==> src/sv/ipv6ehc_pkg.sv <==
// ----------------------------------------------------------------------------
// ipv6ehc_pkg
// Shared types, protocol numbers and helpers for the extension-header
// chain patcher.
// ----------------------------------------------------------------------------
package ipv6ehc_pkg;

    localparam logic [7:0] PROTO_HOPOPTS  = 8'd0;
    localparam logic [7:0] PROTO_ROUTING  = 8'd43;
    localparam logic [7:0] PROTO_FRAGMENT = 8'd44;
    localparam logic [7:0] PROTO_AH       = 8'd51;
    localparam logic [7:0] PROTO_DSTOPTS  = 8'd60;

    localparam int QUEUE_DEPTH = 4;

    typedef struct packed {
        logic [7:0] data;
        logic       replaced;
        logic       last;
    } result_t;

    typedef struct packed {
        logic    two;
        result_t r0;
        result_t r1;
    } entry_t;

    function automatic logic is_ext(input logic [7:0] p);
        return p inside {PROTO_HOPOPTS, PROTO_ROUTING, PROTO_FRAGMENT,
                         PROTO_AH, PROTO_DSTOPTS};
    endfunction

    function automatic logic [11:0] header_size(input logic [7:0] proto,
                                                input logic [7:0] len);
        logic [11:0] len_w;
        len_w = {4'd0, len};
        if (proto == PROTO_AH) begin
            return (len_w + 12'd2) << 2;
        end
        if (proto == PROTO_FRAGMENT) begin
            return 12'd8;
        end
        return (len_w + 12'd1) << 3;
    endfunction

endpackage

==> src/sv/ipv6ehc_front.sv <==
// ----------------------------------------------------------------------------
// ipv6ehc_front
// Walks the header chain one byte per item and produces a queue entry of
// one or two results for each item that releases bytes.
// ----------------------------------------------------------------------------
module ipv6ehc_front
    import ipv6ehc_pkg::*;
(
    input  logic        clk,
    input  logic        rst_n,
    input  logic        accept,
    input  logic [7:0]  data_byte,
    input  logic        first_byte,
    input  logic        last_byte,
    input  logic [7:0]  start_proto,
    input  logic [7:0]  upper_proto,
    input  logic [15:0] buffer_length,
    output logic        push,
    output entry_t      push_entry
);

    logic [15:0] byte_offset_reg, byte_offset_next;
    logic [16:0] header_start_reg, header_start_next;
    logic [7:0]  current_proto_reg, current_proto_next;
    logic        chain_active_reg, chain_active_next;
    logic [7:0]  held_byte_reg, held_byte_next;
    logic        held_valid_reg, held_valid_next;
    logic [7:0]  patch_value_reg, patch_value_next;
    logic [15:0] total_length_reg, total_length_next;

    logic [15:0] off_e;
    logic [16:0] hs_e;
    logic [7:0]  cp_e;
    logic        ca_e;
    logic        hv_e;
    logic [7:0]  pv_e;
    logic [15:0] tl_e;
    logic [17:0] next_start;
    logic        walk_end;
    logic        pre_valid;
    result_t     pre_res;
    result_t     main0, main1;
    logic [1:0]  main_cnt;

    always_comb
    begin
        if (first_byte) begin
            off_e = 16'd0;
            hs_e  = 17'd0;
            cp_e  = start_proto;
            ca_e  = is_ext(start_proto);
            hv_e  = 1'b0;
            pv_e  = upper_proto;
            tl_e  = buffer_length;
        end else begin
            off_e = byte_offset_reg;
            hs_e  = header_start_reg;
            cp_e  = current_proto_reg;
            ca_e  = chain_active_reg;
            hv_e  = held_valid_reg;
            pv_e  = patch_value_reg;
            tl_e  = total_length_reg;
        end

        pre_valid = first_byte && held_valid_reg;
        pre_res   = '{data: held_byte_reg, replaced: 1'b1, last: 1'b0};

        next_start = {1'b0, hs_e} + {6'd0, header_size(cp_e, data_byte)};
        walk_end   = !is_ext(held_byte_reg) || (next_start >= {2'd0, tl_e});

        header_start_next  = hs_e;
        current_proto_next = cp_e;
        chain_active_next  = ca_e;
        held_byte_next     = held_byte_reg;
        held_valid_next    = hv_e;
        patch_value_next   = pv_e;
        total_length_next  = tl_e;

        main0    = '{data: data_byte, replaced: 1'b0, last: last_byte};
        main1    = '{data: data_byte, replaced: 1'b0, last: last_byte};
        main_cnt = 2'd1;

        if (ca_e && hv_e) begin
            if (walk_end) begin
                main0 = '{data: pv_e, replaced: 1'b1, last: 1'b0};
                chain_active_next = 1'b0;
            end else begin
                main0 = '{data: held_byte_reg, replaced: 1'b0, last: 1'b0};
                header_start_next  = next_start[16:0];
                current_proto_next = held_byte_reg;
            end
            held_valid_next = 1'b0;
            main_cnt = 2'd2;
        end else if (ca_e && ({1'b0, off_e} == hs_e)) begin
            if (cp_e == PROTO_FRAGMENT || last_byte) begin
                main0 = '{data: pv_e, replaced: 1'b1, last: last_byte};
                chain_active_next = 1'b0;
            end else begin
                held_byte_next  = data_byte;
                held_valid_next = 1'b1;
                main_cnt = 2'd0;
            end
        end

        byte_offset_next = off_e + 16'd1;
        if (last_byte) begin
            chain_active_next = 1'b0;
            held_valid_next   = 1'b0;
        end

        if (pre_valid) begin
            push_entry = '{two: main_cnt != 2'd0, r0: pre_res, r1: main0};
            push       = accept;
        end else begin
            push_entry = '{two: main_cnt == 2'd2, r0: main0, r1: main1};
            push       = accept && (main_cnt != 2'd0);
        end
    end

    always_ff @(posedge clk or negedge rst_n)
    begin
        if (!rst_n) begin
            byte_offset_reg   <= '0;
            header_start_reg  <= '0;
            current_proto_reg <= '0;
            chain_active_reg  <= 1'b0;
            held_byte_reg     <= '0;
            held_valid_reg    <= 1'b0;
            patch_value_reg   <= '0;
            total_length_reg  <= '0;
        end else if (accept) begin
            byte_offset_reg   <= byte_offset_next;
            header_start_reg  <= header_start_next;
            current_proto_reg <= current_proto_next;
            chain_active_reg  <= chain_active_next;
            held_byte_reg     <= held_byte_next;
            held_valid_reg    <= held_valid_next;
            patch_value_reg   <= patch_value_next;
            total_length_reg  <= total_length_next;
        end
    end

endmodule

==> src/sv/ipv6ehc_queue.sv <==
// ----------------------------------------------------------------------------
// ipv6ehc_queue
// Small first-in first-out queue of result entries between the chain walk
// and the output stage.
// ----------------------------------------------------------------------------
module ipv6ehc_queue
    import ipv6ehc_pkg::*;
#(
    parameter int DEPTH = QUEUE_DEPTH
)
(
    input  logic   clk,
    input  logic   rst_n,
    input  logic   push,
    input  entry_t push_entry,
    input  logic   pop,
    output logic   full,
    output logic   not_empty,
    output entry_t head
);

    localparam int PW = (DEPTH > 1) ? $clog2(DEPTH) : 1;
    localparam int CW = $clog2(DEPTH + 1);
    localparam logic [PW-1:0] LAST_PTR = PW'(DEPTH - 1);
    localparam logic [CW-1:0] FULL_CNT = CW'(DEPTH);

    entry_t        slots_reg [DEPTH];
    logic [PW-1:0] wr_ptr_reg, wr_ptr_next;
    logic [PW-1:0] rd_ptr_reg, rd_ptr_next;
    logic [CW-1:0] count_reg, count_next;

    assign full      = (count_reg == FULL_CNT);
    assign not_empty = (count_reg != '0);
    assign head      = slots_reg[rd_ptr_reg];

    always_comb
    begin
        wr_ptr_next = wr_ptr_reg;
        rd_ptr_next = rd_ptr_reg;
        count_next  = count_reg;
        if (push) begin
            wr_ptr_next = (wr_ptr_reg == LAST_PTR) ? '0 : wr_ptr_reg + PW'(1);
        end
        if (pop) begin
            rd_ptr_next = (rd_ptr_reg == LAST_PTR) ? '0 : rd_ptr_reg + PW'(1);
        end
        if (push && !pop) begin
            count_next = count_reg + CW'(1);
        end else if (pop && !push) begin
            count_next = count_reg - CW'(1);
        end
    end

    always_ff @(posedge clk or negedge rst_n)
    begin
        if (!rst_n) begin
            wr_ptr_reg <= '0;
            rd_ptr_reg <= '0;
            count_reg  <= '0;
        end else begin
            wr_ptr_reg <= wr_ptr_next;
            rd_ptr_reg <= rd_ptr_next;
            count_reg  <= count_next;
        end
    end

    always_ff @(posedge clk)
    begin
        if (push) begin
            slots_reg[wr_ptr_reg] <= push_entry;
        end
    end

endmodule

==> src/sv/ipv6ehc_back.sv <==
// ----------------------------------------------------------------------------
// ipv6ehc_back
// Output stage: takes one entry from the queue and delivers its one or two
// results in order on the output channel.
// ----------------------------------------------------------------------------
module ipv6ehc_back
    import ipv6ehc_pkg::*;
(
    input  logic       clk,
    input  logic       rst_n,
    input  logic       q_not_empty,
    input  entry_t     q_head,
    output logic       pop,
    output logic       out_valid,
    input  logic       out_ready,
    output logic [7:0] out_byte,
    output logic       was_replaced,
    output logic       last_out
);

    entry_t  entry_reg;
    logic    busy_reg, busy_next;
    logic    sel_reg, sel_next;
    logic    slot_free;
    result_t cur;

    assign cur          = sel_reg ? entry_reg.r1 : entry_reg.r0;
    assign out_valid    = busy_reg;
    assign out_byte     = cur.data;
    assign was_replaced = cur.replaced;
    assign last_out     = cur.last;

    always_comb
    begin
        slot_free = !busy_reg || (out_ready && (sel_reg || !entry_reg.two));
        pop       = slot_free && q_not_empty;
        busy_next = busy_reg;
        sel_next  = sel_reg;
        if (slot_free) begin
            busy_next = q_not_empty;
            sel_next  = 1'b0;
        end else if (out_ready) begin
            sel_next = 1'b1;
        end
    end

    always_ff @(posedge clk or negedge rst_n)
    begin
        if (!rst_n) begin
            busy_reg <= 1'b0;
            sel_reg  <= 1'b0;
        end else begin
            busy_reg <= busy_next;
            sel_reg  <= sel_next;
        end
    end

    always_ff @(posedge clk)
    begin
        if (pop) begin
            entry_reg <= q_head;
        end
    end

endmodule

==> src/sv/ipv6_exthdr_chain_patcher.sv <==
// ----------------------------------------------------------------------------
// ipv6_exthdr_chain_patcher
// Passes an IPv6 extension-header buffer through byte by byte and replaces
// the next-header byte of the last header in the chain.
//
//   Channel   Handshake              Payload
//   input     in_valid / in_ready    data_byte, first_byte, last_byte,
//                                    start_proto, upper_proto, buffer_length
//   output    out_valid / out_ready  out_byte, was_replaced, last_out
//
// One input item is taken per cycle while the queue has room; the chain walk
// is one header-size add and one compare per byte.
// Output items leave at one per cycle from the output register while out_ready
// is high, so a released held byte and its length byte leave one after the other.
// A stalled output fills the queue of QUEUE_DEPTH entries before in_ready
// drops. Reset clears the walk state and the queue at once.
// ----------------------------------------------------------------------------
module ipv6_exthdr_chain_patcher
    import ipv6ehc_pkg::*;
#(
    parameter int DEPTH = QUEUE_DEPTH
)
(
    input  logic        clk,
    input  logic        rst_n,
    input  logic        in_valid,
    output logic        in_ready,
    input  logic [7:0]  data_byte,
    input  logic        first_byte,
    input  logic        last_byte,
    input  logic [7:0]  start_proto,
    input  logic [7:0]  upper_proto,
    input  logic [15:0] buffer_length,
    output logic        out_valid,
    input  logic        out_ready,
    output logic [7:0]  out_byte,
    output logic        was_replaced,
    output logic        last_out
);

    logic   accept;
    logic   push;
    entry_t push_entry;
    logic   pop;
    logic   q_full;
    logic   q_not_empty;
    entry_t q_head;

    assign in_ready = !q_full;
    assign accept   = in_valid && in_ready;

    ipv6ehc_front u_front (
        .clk           (clk),
        .rst_n         (rst_n),
        .accept        (accept),
        .data_byte     (data_byte),
        .first_byte    (first_byte),
        .last_byte     (last_byte),
        .start_proto   (start_proto),
        .upper_proto   (upper_proto),
        .buffer_length (buffer_length),
        .push          (push),
        .push_entry    (push_entry)
    );

    ipv6ehc_queue #(
        .DEPTH (DEPTH)
    ) u_queue (
        .clk        (clk),
        .rst_n      (rst_n),
        .push       (push),
        .push_entry (push_entry),
        .pop        (pop),
        .full       (q_full),
        .not_empty  (q_not_empty),
        .head       (q_head)
    );

    ipv6ehc_back u_back (
        .clk          (clk),
        .rst_n        (rst_n),
        .q_not_empty  (q_not_empty),
        .q_head       (q_head),
        .pop          (pop),
        .out_valid    (out_valid),
        .out_ready    (out_ready),
        .out_byte     (out_byte),
        .was_replaced (was_replaced),
        .last_out     (last_out)
    );

endmodule

==> config.mk <==
export PLATFORM = sky130hd
export DESIGN_NAME = ipv6_exthdr_chain_patcher
export DESIGN_NICKNAME = d
export VERILOG_FILES = /design/src/sv/ipv6ehc_pkg.sv /design/src/sv/ipv6ehc_front.sv /design/src/sv/ipv6ehc_queue.sv /design/src/sv/ipv6ehc_back.sv /design/src/sv/ipv6_exthdr_chain_patcher.sv
export SDC_FILE = /design/constraint.sdc
export NUM_CORES = 1
export LEC_CHECK = 0
export ABC_AREA = 1
export BUFFER_PORTS_ARGS = -buffer_cell sky130_fd_sc_hd__buf_2
export CORE_ASPECT_RATIO = 0.9
export CORE_UTILIZATION = 45
export CTS_BUF_LIST = sky130_fd_sc_hd__clkbuf_16
export DETAILED_ROUTE_END_ITERATION = 8
export PLACE_DENSITY = 0.59
export SKIP_LAST_GASP = 1
export SYNTH_ARGS = -nofsm -noshare
export SYNTH_HDL_FRONTEND = slang
export SYNTH_SLANG_ARGS = --single-unit
==> constraint.sdc <==
create_clock -name clk -period 5.85 [get_ports clk]
set_clock_uncertainty 0.2 [all_clocks]
set_input_delay 1.17 -clock clk [delete_from_list [all_inputs] [get_ports clk]]
set_output_delay 1.17 -clock clk [all_outputs]
set_load 0.01 [all_outputs]
; Word level (Yosys, flattened, before mapping)
; Memory sizes are Yosys's and may differ from the RTL's. A register that Yosys moved wholly into a read port is not among the register bits.
; Index checks and enable logic that the tools add are counted.
[op_classes]
eq_ne = 15
magnitude_cmp = 1
addsub = 8
shift = 0
mux = 45
div = 0
reduce_logical = 28
multipliers = 0
bitwise_logic = 2
[ops]
columns = cell, count
row1 = $eq A8 B6 Y1 const B, 10
row2 = $mux W17, 3
row3 = $mux W10, 5
row4 = $mux W12, 4
row5 = $mux W16, 2
row6 = $mux W8, 4
row7 = $mux W21, 1
row8 = $mux W1, 20
row9 = $add A17 B12 Y18, 1
row10 = $ge A18 B16 Y1, 1
row11 = $eq A16 B17 Y1, 1
row12 = $add A16 B1 Y16 const B, 1
row13 = $logic_not A8 Y1, 2
row14 = $reduce_bool A5 Y1, 2
row15 = $add A8 B1 Y9 const B, 1
row16 = $add A8 B2 Y9 const B, 1
row17 = $logic_and A1 B1 Y1, 9
row18 = $mux W2, 4
row19 = $eq A2 B2 Y1 const B, 3
row20 = $logic_not A1 Y1, 6
row21 = $mux W3, 2
row22 = $reduce_bool A2 Y1, 3
row23 = $add A2 B1 Y2 const B, 2
row24 = $logic_or A1 B1 Y1, 4
row25 = other kinds (6), 7
[totals]
n_memories = 1
out_inout_bits = 12
ram_bits = 84
register_bits = 84
latchBits = 0
inputBits = 46
mem_bits_ro = 0
elab_cells = 113
[mem_list]
columns = memory, words, width, rd, rd_clocked_by_memory_dff, wr, line
row1 = u_queue.slots_reg, 4, 21, 1, 1, 1, ipv6ehc_queue.sv:27  ; entry_t slots_reg [DEPTH];

; Logic depth before layout (Yosys ltp)
; Gate-level depths: netlist of run 1.
[logic_depth]
depth_word = 13
mapped_depth = 34
depth_no_buf = 31

; Hierarchy
; A second synthesis of run 1 with hierarchy kept.
[unflattened]
hier_cells = 1369
hier_area_um2 = 10864.2
[by_module_without_submodules]
columns = mod, area_per_inst_um2, instances, cells_each, seq_area_each_um2
row1 = ipv6ehc_front, 6233.5, 1, 1004, 1876.8
row2 = ipv6ehc_queue, 3769.9, 1, 298, 2697.6
row3 = ipv6ehc_back, 847.1, 1, 64, 680.7
row4 = ipv6_exthdr_chain_patcher, 13.8, 1, 3, 0.0

; Worst setup path before layout of run 1
; Ideal clock, no wire load.
[synth_timing]
path_kind = input to register
startpoint = in first_byte
endpoint = mem u_queue.slots_reg[0][14] (netlist name) (data pin)
path_slack_ns = 0.790
t_required_ns = 5.505
stages = 30
path_buffers = 4
arrival_time_ns = 4.715
setup_ns = 0.145
cell_sequence = buf_6 -> inv_6 -> buf_6 -> nand2_1 -> nand2_1 -> nor3_1 -> nand3_1 -> clkbuf_1 -> nand3_1 -> o21ai_0 -> ha_1 -> a21oi_1 -> nand2_1 -> nand2_1 -> nand2_1 -> nand2_1 -> nand2_1 -> xor2_1 -> inv_1 -> ha_1 -> nand2_1 -> nor2_1 -> a211oi_1 -> nand2_1 -> nand2_1 -> clkbuf_1 -> nand4_1 -> nand3_1 -> nand2_1 -> nand2_1
[synth_rtl]
columns = item, line
row1 = start: declaration, ipv6_exthdr_chain_patcher.sv:29  ; input logic first_byte,
row2 = end: declaration, ipv6ehc_queue.sv:27

==> key figures, run 1 <==
Setup path
  • Kind of critical path: in2reg
  • Dominant cell type by count on the critical path: nand2_1
  • Kind of end point of the critical path: register
  • Worst Path Arrival: 5.34 ns
  • Element type at the critical path start: input port
  • Data required time of the worst path: 5.82 ns
  • Largest fanout on the critical path: 15
  • Critical path's largest stage delay: 0.33 ns
  • Internal reg-to-reg setup slack: 1.10 ns
  • Crit path buf inv count: 6
  • Cell type of the slowest stage on the worst timing path: ha_1
  • Family with the most delay on the worst path: simple AND/OR/NAND/NOR gates

CTS
  • Number of levels the H-tree was split into: 4
  • Clk sinks: 189
  • TritonCTS clock tree: built
  • Register clock-pin slew on the reported worst setup and hold paths: 0.08 ns
  • Number of buffers inserted by hold repair at cts: 0
  • Maximum count of clock buffers along a single path: 2
  • TritonCTS Buffers: 17
  • CTS root buf: clkbuf_16
  • Clk Latency, worst-skew pair: 0.44 ns

Power
  • Worst vdd ir: 0.0004235 V
  • Internal power component: 2.924 mW
  • Clock network fraction of design power: 25.1%
  • Total power density per cell area: 393.9 mW/mm^2
  • Switching part of the total power: 38.29%
  • Proportion of power drawn by flip-flops and latches: 42.8%
  • NetSw: 1.814 mW
  • Part of the total power dissipated in combinational logic: 32.1%
  • Leakage power of the design: 5.596 nW

Cells and area
  • Layout overhead on the synthesized area: 11.94%
  • Multi-input logic area: 0.004681 sq mm
  • Number of nets in the layout: 1,462
  • Layout cell share with drive strength beyond 1: 10.99%
  • Total area of sequential cells: 0.005255 sq mm
  • Fill cell count: 2,222
  • Flip-flop count of the largest register, all copies and words added: 84

STA
  • Unrepaired setup endpoints after global routing: no
  • Final Worst Setup Slack: 0.4806 ns
  • Worst Max-Slew Pin Slew: 0.9148 ns
  • Worst-case headroom to the max-slew limit: 39.01%
  • Final-report max-slew violation count: 0
  • Number of hold violations in the final report: 0
  • Total of endpoints with negative setup slack in the final report: 0
  • Part of the cycle the worst path needs: 91.78%
  • Total negative slack for setup checks: 0 ns
  • Fin crit period: 5.369 ns
  • FMAX: 0.1862 GHz

Flow run
  • Count of maximum capacitance violations: 0

Run status
  • Run status: finished, final reports clean

Detailed routing
  • Detail-routed net length per standard cell: 16.31 um
  • DRC violation count after routing: 0
  • Total wire length after detailed routing: 27,640 um
  • Met1 layer wirelength in the final routing: 14,020 um
  • Via total after detailed routing: 8,838
  • Highest metal layer with signal wires: met5
  • First drt pass iteration count: 5
  • Routed vias/inst: 5.214
  • Number of violations reported at the end of detailed-routing iteration 0: 858
  • Met3 wire len: 1829 um
  • Antenna-violating nets left: 0
  • Met2 wire len: 11,460 um

Global route
  • Largest net degree at the start of global routing: 54
  • Number of global-route vias before repair: 7,979
  • Global-route wire length before repair: 43,880 um
  • Global Route Usage Sum: 23.62%
  • Number of antenna violations at the first check in global routing: 2
  • Total overflow reported by the global router: 0

Yosys
  • Count of yosys warnings during synthesis: 0
  • Most instantiated library cell after synthesis: nand2_1
  • Post-synthesis sequential element count: 189
  • Portion of the post-synthesis area used by sequential elements: 48.91%
  • Proportion of netlist area held by the largest area contributor: 29.34%
  • Predominant post-synthesis flop cell: edfxtp_1
  • Mean area per synthesized cell: 8.110 sq um
  • Leading post-synthesis cells by cell area: edfxtp_1 (29%), dfrtp_1 (20%), nand2_1 (14%)
  • Most frequent cells after synthesis: nand2_1 (398), inv_1 (141), nor2_1 (137)
  • Cell type contributing the most total cell area after synthesis: edfxtp_1
  • Async SR Flop Fraction: 44.44%
  • Cell count after synthesis: 1,325
  • Count of cell types in the netlist: 39
  • Number of flops mapped to enable cells by yosys: 105
  • Nets in the synthesized netlist: 1,408
  • Cell area after synthesis: 0.01075 sq mm

Place
  • Routability congestion estimate: 0.9367
  • Port Buffers: 57
  • Worst setup slack before clock tree synthesis: 0.02987 ns
  • HPWL after detailed placement: 19,420 um

Die
  • Die Y-Extent: 148.6 um
  • Die Area: 0.02450 sq mm
  • Initial Utilization: 45.90%
  • Top-level port count: 58
  • Die X: 164.9 um
  • Number of rows in the core area: 53
  • Core area: 0.02341 sq mm

Hold path
  • Hold Path Class: reg2reg
==> power groups by stage <==
stage	Sequential (mW)	Clock, mW	Combinational (mW)
floorplan	1.98	0	1.06
global placement	2.04	0	1.50
detailed placement	2.05	0	1.52
CTS	2.03	1.21	1.53
global route	2.07	1.26	1.73
finish	2.03	1.19	1.52
==> worst reg2reg max path, stage by stage, from the launching register on <==
cell and delay (ns):
dfrtp_1 0.39, nand2_1 0.07, nand2_1 0.08, nor3_1 0.20, nand3_1 0.20, buf_4 0.22, o32ai_1 0.26, ha_1 0.33
nand2_1 0.09, nand2_1 0.07, o21bai_1 0.17, inv_1 0.06, nand3_1 0.12, nand2_1 0.09, inv_1 0.04, nor2_1 0.18
ha_1 0.29, a21oi_1 0.15, nor2_1 0.05, a211oi_1 0.21, nand2_1 0.08, nand2_1 0.18, nand3_2 0.11, buf_4 0.20
nand3_1 0.09, nand3_1 0.12, nand2_1 0.07, nand2_1 0.13
==> cell type report <==
cell class                 instances  area share [%]
antenna                            1         0.02081
clock buffer                      17           3.537
clock inverter                    15           1.529
inverter                         147           4.629
multi-input combinational        933           38.92
sequential                       189           43.69
tap                              302           3.142
timing repair buffer              91           4.536
==> logic make-up after synthesis <==
logic type | after synthesis | share of synthesized area, %
flip-flops | 189 | 48.91
XOR/XNOR | 35 | 2.853
multiplexers | 16 | 1.502
buffers and inverters | 203 | 7.767
AND/OR/NAND/NOR | 677 | 26.25
AO/OA/AOI/OAI | 168 | 8.279
adder cells (fa/ha/maj) | 37 | 4.448
==> cell usage in the layout, fill, tap and decap left out, drive strengths merged <==
cell type  netlist  layout
o22ai           27      27
a22oi            1       1
xnor2           13      13
o21ai          115     115
a211oi           1       1
ha              35      35
nand4           21      21
o32ai            1       1
nor4             1       1
or2              3       3
o21bai           2       2
nand3           95      95
mux2i           15      15
nor2           141     141
a21oi           20      20
inv            143     152
edfxtp         105     105
xor2            22      22
mux2             1       1
dfrtp           84      84
a31oi            1       1
clkinv           4      10
buf             19      90
clkbuf          37      18
diode            0       1
fa               2       2
nand3b           4       4
nor3            10      10
nand2          402     402
==> metal layers <==
| layer | GRT usage [%] | vias to the layer above |
|---|---|---|
| met1 | 36.36 | 4092 |
| met5 | 0 | - |
| met4 | 5.138 | 2 |
| met2 | 33.66 | 272 |
| li1 | - | 4438 |
| met3 | 5.020 | 34 |
==> path summary, 6_finish.rpt <==
path | startpoint | endpoint | cells after the start
worst max register to register | u_front.current_proto_reg[2]$_DFFE_PN0P_ | u_queue.slots_reg[3][4]$_DFFE_PP_ | 27
min in group asynchronous | rst_n | u_front.total_length_reg[5]$_DFFE_PN0P_ | 1
worst min-delay path | u_front.total_length_reg[3]$_DFFE_PN0P_ | u_front.total_length_reg[3]$_DFFE_PN0P_ | 2
worst min register to register | u_front.total_length_reg[3]$_DFFE_PN0P_ | u_front.total_length_reg[3]$_DFFE_PN0P_ | 2
worst max-delay path | first_byte | u_queue.slots_reg[3][4]$_DFFE_PP_ | 29
max in group asynchronous | rst_n | u_front.current_proto_reg[4]$_DFFE_PN0P_ | 2
==> timing repair <==
item                                    in CTS  in global routing
endpoints found under the setup margin       0                 68
setup buffers                                0                  0
resized for setup                            0                  4
==> through the flow <==
step / hold WS, ns / power (mW) / instances / utilization [%] / area [sq um]
5_1_grt: 0.3198 / 5.065 / 1694 / 51.37 / 12030
6_report: 0.2914 / 4.738 / 1695 / 51.38 / 12030
2_1_floorplan: 0.2523 / 3.043 / 1325 / - / 10750
4_1_cts: 0.2925 / 4.766 / 1694 / 51.32 / 12010
3_3_place_gp: 0.2656 / 3.541 / 1662 / 48.71 / 11400
3_5_place_dp: 0.2722 / 3.571 / 1662 / 48.71 / 11400
(Power assumes the default switching activity.)
==> run 2: changes to the inputs <==
- PLACE_DENSITY: 0.59 -> unset
==> run 2 against run 1 <==
  * Flip-flop and latch count unchanged
  * Sequential power is essentially flat
  * Wire length is 0.23% higher
  * Critical endpoint is now u_queue.slots_reg[3][16]$_DFFE_PP_
  * Largest cell class unchanged
  * Highest routed layer is now met4
==> key figures, run 2 (synthesis results as in run 1) <==
Place
  • HPWL after detailed placement: 19,430 um (about the same)
  • Routability congestion estimate: 0.9142 (-2.4%)
  • Worst setup slack before clock tree synthesis: -0.03958 ns (-0.06945 ns)
  • Port Buffers: 57 (unchanged)
  • Placed cell area: 0.01142 sq mm (+0.13%)

Die
  • Core area: 0.02341 sq mm (unchanged)
  • Initial Utilization: 45.90% (unchanged)
  • Die Y-Extent: 148.6 um (unchanged)
  • Die Area: 0.02450 sq mm (unchanged)
  • Die X: 164.9 um (unchanged)
  • Number of rows in the core area: 53 (unchanged)
  • Top-level port count: 58 (unchanged)

STA
  • Fin crit period: 5.468 ns (+0.09884 ns)
  • Worst-case headroom to the max-slew limit: 39.62% (+0.61 points)
  • Worst hold slack across all endpoints: 0.2911 ns (-0.0002690 ns)
  • Final-report max-slew violation count: 0 (unchanged)
  • Part of the cycle the worst path needs: 93.47% (+1.7 points)
  • FMAX: 0.1829 GHz (-1.8%)
  • Worst Max-Slew Pin Slew: 0.9057 ns (-0.009098 ns)
  • Number of hold violations in the final report: 0 (unchanged)
  • Total of endpoints with negative setup slack in the final report: 0 (unchanged)
  • Unrepaired setup endpoints after global routing: no
  • Final Worst Setup Slack: 0.3818 ns (-0.09884 ns)

Cells and area
  • Most used cells in the layout excluding fill and tap cells: nand2_1 (396), inv_1 (141), nor2_1 (131)
  • Leading cell type in the layout, fill and taps excluded: nand2_1
  • Layout overhead on the synthesized area: 12.18%
  • Flip-flop count of the largest register, all copies and words added: 84 (unchanged)
  • Number of nets in the layout: 1,464 (+0.14%)
  • Final core utilization: 51.49% (+0.11 points)
  • Finished layout cell area: 0.01205 sq mm (+0.22%)
  • Layout cell share with drive strength beyond 1: 11.19% (+0.20 points)

Setup path
  • Critical path's largest stage delay: 0.32 ns (about the same)
  • Cell type of the slowest stage on the worst timing path: ha_1
  • Kind of critical path: in2reg
  • Worst Path Arrival: 5.56 ns (+0.22 ns)
  • Dominant cell type by count on the critical path: nand2_1
  • Largest fanout on the critical path: 14 (-1)
  • Element type at the critical path start: input port
  • Kind of end point of the critical path: register
  • Data required time of the worst path: 5.94 ns (+0.12 ns)

CTS
  • Clk Latency, worst-skew pair: 0.45 ns (about the same)
  • CTS root buf: clkbuf_16
  • Number of buffers inserted by hold repair at cts: 0 (unchanged)
  • CTS-repair resized insts: 0 (unchanged)
  • Number of levels the H-tree was split into: 4 (unchanged)
  • TritonCTS Buffers: 17 (unchanged)
  • Maximum count of clock buffers along a single path: 2 (unchanged)
  • TritonCTS clock tree: built
  • Clk sinks: 189 (unchanged)
  • Post-CTS Setup Bufs: 0 (unchanged)
  • Register clock-pin slew on the reported worst setup and hold paths: 0.08 ns (about the same)

Detailed routing
  • Total wire length after detailed routing: 27,700 um (+0.23%)
  • Number of violations reported at the end of detailed-routing iteration 0: 842 (-1.9%)
  • Routed vias/inst: 5.262 (+0.92%)
  • Via total after detailed routing: 8,930 (+1.0%)
  • First drt pass iteration count: 6 (+1)
  • Detail-routed net length per standard cell: 16.32 um (+0.11%)
  • Antenna-violating nets left: 0 (unchanged)
  • DRC violation count after routing: 0 (unchanged)

Power
  • Worst vdd ir: 0.0003699 V (-13%)
  • Tot Pwr: 4.752 mW (+0.29%)
  • Leakage power of the design: 5.608 nW (+0.22%)
  • Total power density per cell area: 394.2 mW/mm^2 (about the same)

Flow run
  • Count of maximum capacitance violations: 0 (unchanged)

Global route
  • Number of global-route vias before repair: 8,141 (+2.0%)
  • Largest net degree at the start of global routing: 54 (unchanged)
  • Global Route Usage Sum: 23.70% (+0.085 points)
  • Total overflow reported by the global router: 0 (unchanged)
  • Global-route wire length before repair: 44,390 um (+1.1%)
  • Number of antenna violations at the first check in global routing: 1 (-1)

Run status
  • Run status: finished, final reports clean

Hold path
  • Hold Path Class: reg2reg
run 2: final cells by class:
cell class                 count  area (sq um)
tap                          302         377.9
multi-input combinational    933          4691
inverter                     147         556.8
fill                        2260         11350
sequential                   189          5255
antenna                        1         2.502
timing repair buffer          93         558.0
clock buffer                  17         425.4
clock inverter                15         187.7
run 2: critical path: cells and delay by family:
kind / cells / cell delay [ns]
AOI/OAI and AO/OA: 2 / 0.38
xor gates and xnor gates: 1 / 0.30
adders and majority gates: 2 / 0.63
buffers and inverters: 6 / 0.97
and+or+nand+nor: 18 / 2.10
run 2: final timing paths:
path	slack (ns)	depth (start not counted)	from	endpoint
setup / recovery	0.38	29	first_byte	u_queue.slots_reg[3][16]$_DFFE_PP_
hold / removal	0.29	2	u_front.total_length_reg[11]$_DFFE_PN0P_	u_front.total_length_reg[11]$_DFFE_PN0P_
setup reg to reg	1.05	29	u_front.current_proto_reg[7]$_DFFE_PN0P_	u_queue.slots_reg[3][16]$_DFFE_PP_
hold reg to reg	0.29	2	u_front.total_length_reg[11]$_DFFE_PN0P_	u_front.total_length_reg[11]$_DFFE_PN0P_
max in group asynchronous	3.92	2	rst_n	u_front.header_start_reg[16]$_DFFE_PN0P_
min in group asynchronous	0.53	1	rst_n	u_front.total_length_reg[5]$_DFFE_PN0P_
run 2: power by group:
group	internal, mW	switching (mW)	total (mW)
registers	1.84	0.188	2.03
logic	0.504	1.02	1.52
clock network	0.588	0.614	1.20
run 2: per-layer routing:
layer  track usage (%)  vias up  routed length [um]  share of wire (%)
li1                  -     4440                   -                  -
met1             37.21     4225               14080                 51
met2             33.72      245               11700                 42
met3             3.876       20                1660                6.0
met4             5.367        0                 263               0.95
met5                 0        -                   0                  0
run 2: per-stage QoR:
| step | std cells | setup TNS, ns |
|---|---|---|
| 6_report | 1697 | 0 |
| 5_1_grt | 1696 | 0 |
| 4_1_cts | 1696 | 0 |
| 3_5_place_dp | 1664 | -0.8726 |
| 3_3_place_gp | 1664 | -0.7357 |
| 2_1_floorplan | 1325 | 0 |
==> run 3: changes to the inputs <==
--- a/config.mk
+++ b/config.mk
@@ -10,5 +10,6 @@
 export CORE_ASPECT_RATIO = 0.9
-export CORE_UTILIZATION = 45
+export CORE_UTILIZATION = 50
 export CTS_BUF_LIST = sky130_fd_sc_hd__clkbuf_16
 export DETAILED_ROUTE_END_ITERATION = 8
+export PLACE_DENSITY = 0.67
 export SKIP_LAST_GASP = 1
--- a/constraint.sdc
+++ b/constraint.sdc
@@ -4,2 +4,2 @@
 set_output_delay 1.17 -clock clk [all_outputs]
-set_load 0.01 [all_outputs]
+set_load 0.05 [all_outputs]
==> run 3 against run 2 <==
  * Via count increased by 0.10%
  * Cell count decreased by 1.4%
  * Clock-buffer cell count unchanged
  * Setup slack got worse by 0.050 ns
  * Global-route usage increased by 1.7 points
  * Highest routed layer unchanged
==> key figures, run 3 (synthesis results as in run 1) <==
Power
  • Worst vdd ir: 0.0002570 V (-31%)
  • Switching part of the total power: 39.84% (+1.5 points)
  • NetSw: 1.930 mW (+5.9%)
  • Internal power component: 2.914 mW (-0.52%)
  • Part of the total power dissipated in combinational logic: 35.0% (+2.9 points)
  • Total power density per cell area: 405.3 mW/mm^2 (+2.8%)
  • Proportion of power drawn by flip-flops and latches: 41.2% (-1.4 points)
  • Clock network fraction of design power: 23.8% (-1.5 points)
  • Leakage power of the design: 5.562 nW (-0.83%)

Detailed routing
  • Via total after detailed routing: 8,939 (+0.10%)
  • Number of violations reported at the end of detailed-routing iteration 0: 871 (+3.4%)
  • Total wire length after detailed routing: 26,710 um (-3.6%)
  • Antenna-violating nets left: 0 (unchanged)
  • DRC violation count after routing: 0 (unchanged)
  • Routed vias/inst: 5.343 (+1.5%)
  • Detail-routed net length per standard cell: 15.97 um (-2.2%)
  • First drt pass iteration count: 6 (unchanged)

Setup path
  • Family with the most delay on the worst path: simple AND/OR/NAND/NOR gates
  • Cell type of the slowest stage on the worst timing path: o21ai_0
  • Number of cell instances on the worst register-to-register path: 24 (-17%)
  • Data required time of the worst path: 5.78 ns (-0.16 ns)
  • Reg-to-reg startpoint: u_front.current_proto_reg[2]$_DFFE_PN0P_
  • Kind of critical path: in2reg
  • Largest fanout on the critical path: 15 (+1)
  • Critical path's largest stage delay: 0.35 ns (+0.03 ns)
  • Crit path buf inv count: 5 (-1)
  • Element type at the critical path start: input port
  • Internal reg-to-reg setup slack: 0.96 ns (-0.09 ns)
  • Dominant cell type by count on the critical path: nand2_1
  • Crit path launch: first_byte
  • Crit path to: u_queue.slots_reg[2][11]$_DFFE_PP_
  • Crit. path cell count: 26 (-10%)
  • Critical R2R Capture: u_queue.slots_reg[2][11]$_DFFE_PP_
  • Kind of end point of the critical path: register
  • Worst Path Arrival: 5.45 ns (-0.11 ns)

CTS
  • TritonCTS Buffers: 17 (unchanged)
  • Register clock-pin slew on the reported worst setup and hold paths: 0.08 ns (about the same)
  • Number of levels the H-tree was split into: 4 (unchanged)
  • Maximum count of clock buffers along a single path: 2 (unchanged)
  • Clk sinks: 189 (unchanged)
  • Number of buffers inserted by hold repair at cts: 0 (unchanged)
  • TritonCTS clock tree: built
  • CTS root buf: clkbuf_16
  • Clk Latency, worst-skew pair: 0.44 ns (about the same)

STA
  • Unrepaired setup endpoints after global routing: no
  • Total negative slack for setup checks: 0 ns (unchanged)
  • Worst Max-Slew Pin Slew: 0.8749 ns (-0.03080 ns)
  • Fin crit period: 5.519 ns (+0.05047 ns)
  • Final-report max-slew violation count: 0 (unchanged)
  • Worst hold slack across all endpoints: 0.2847 ns (-0.006433 ns)
  • Total of endpoints with negative setup slack in the final report: 0 (unchanged)
  • FMAX: 0.1812 GHz (-0.91%)
  • Part of the cycle the worst path needs: 94.34% (+0.86 points)
  • Number of hold violations in the final report: 0 (unchanged)
  • Worst-case headroom to the max-slew limit: 41.06% (+1.4 points)

Cells and area
  • Final core utilization: 57.03% (+5.5 points)
  • Leading cell type in the layout, fill and taps excluded: nand2_1
  • Layout cell share with drive strength beyond 1: 10.60% (-0.59 points)
  • Layout overhead on the synthesized area: 11.24%
  • Number of nets in the layout: 1,457 (-0.48%)
  • Flip-flop count of the largest register, all copies and words added: 84 (unchanged)
  • Most used cells in the layout excluding fill and tap cells: nand2_1 (396), inv_1 (141), nor2_1 (131)
  • Number of antenna diodes: 0 (-1)

Hold path
  • Hold Path Class: reg2reg
  • Startpoint of the most critical hold path: u_front.total_length_reg[5]$_DFFE_PN0P_

Die
  • Die Y-Extent: 141.1 um (-5.1%)
  • Core area: 0.02096 sq mm (-10%)
  • Top-level port count: 58 (unchanged)
  • Die Area: 0.02208 sq mm (-9.9%)
  • Initial Utilization: 51.27% (+5.4 points)
  • Number of rows in the core area: 50 (-5.7%)
  • Die X: 156.5 um (-5.1%)

Global route
  • Total overflow reported by the global router: 0 (unchanged)
  • Global Route Usage Sum: 25.43% (+1.7 points)
  • Largest net degree at the start of global routing: 54 (unchanged)
  • Number of antenna violations at the first check in global routing: 0 (-1)
  • Global-route wire length before repair: 42,990 um (-3.2%)
  • Number of global-route vias before repair: 8,241 (+1.2%)

Place
  • Routability congestion estimate: 0.9489 (+3.8%)
  • Port Buffers: 57 (unchanged)
  • HPWL after detailed placement: 18,870 um (-2.9%)

Run status
  • Run status: finished, final reports clean

Flow run
  • Count of maximum capacitance violations: 0 (unchanged)
run 3: cell count changes in the layout (fill, tap and decap cells not counted), sizes merged:
cell,before,now
clkinv,11,9
clkinvlp,0,1
inv,151,152
diode,1,0
buf,93,85
clkbuf,17,18
run 3: final cells by class:
class | count | area [sq um]
Timing Repair Buffer | 86 | 508.0
Inverter | 147 | 556.8
Sequential cell | 189 | 5255
Fill cell | 1912 | 9005
Clock buffer | 17 | 425.4
Clock inverter | 15 | 162.7
Multi-Input combinational cell | 933 | 4687
Tap cell | 286 | 357.8
run 3: what timing repair did:
item	CTS	global route
setup endpoints to repair	0	76
resized for setup	0	5
buffers inserted	0	0
run 3: how the worst min path moves through the flow:
| stage | end | slack [ns] | cells past startpoint |
|---|---|---|---|
| after global placement | u_front.total_length_reg[7]$_DFFE_PN0P_ | 0.27 | 2 |
| final | u_front.total_length_reg[5]$_DFFE_PN0P_ | 0.28 | 2 |
| after CTS | u_front.total_length_reg[5]$_DFFE_PN0P_ | 0.29 | 2 |
| after global routing | u_front.total_length_reg[12]$_DFFE_PN0P_ | 0.32 | 2 |
| after detailed placement | u_front.total_length_reg[5]$_DFFE_PN0P_ | 0.27 | 2 |
| after floorplan | u_front.total_length_reg[10]$_DFFE_PN0P_ | 0.25 | 2 |
run 3: power by group through the flow:
stage	Combinational [mW]	Clock [mW]	Sequential [mW]
global placement	1.66	0	2.02
finish	1.70	1.15	2.00
CTS	1.69	1.17	2.00
floorplan	1.22	0	1.98
global route	1.92	1.22	2.03
detailed placement	1.69	0	2.02
run 3: through the flow:
| step | area (sq um) | power [mW] | std cells | setup slack [ns] |
|---|---|---|---|---|
| 3_3_place_gp | 11350 | 3.671 | 1641 | 0.06189 |
| 4_1_cts | 11930 | 4.857 | 1673 | 0.3585 |
| 5_1_grt | 11950 | 5.171 | 1673 | 0.02539 |
| 2_1_floorplan | 10750 | 3.206 | 1325 | 0.7903 |
| 3_5_place_dp | 11350 | 3.712 | 1641 | -0.07210 |
| 6_report | 11950 | 4.844 | 1673 | 0.3313 |
run 3: tightest hold or removal path: stages (launching register included):
cell and delay [ns]:
dfrtp_1 0.35, nand2_1 0.05, o21ai_0 0.06
run 3: metal layers:
layer  GRT usage [%]  routed length (um)  vias up
li1                -                   -     4434
met1           37.73               12960     4173
met2           37.90               11520      299
met3           4.796                1879       33
met4           6.914                 358        0
met5               0                   0        -
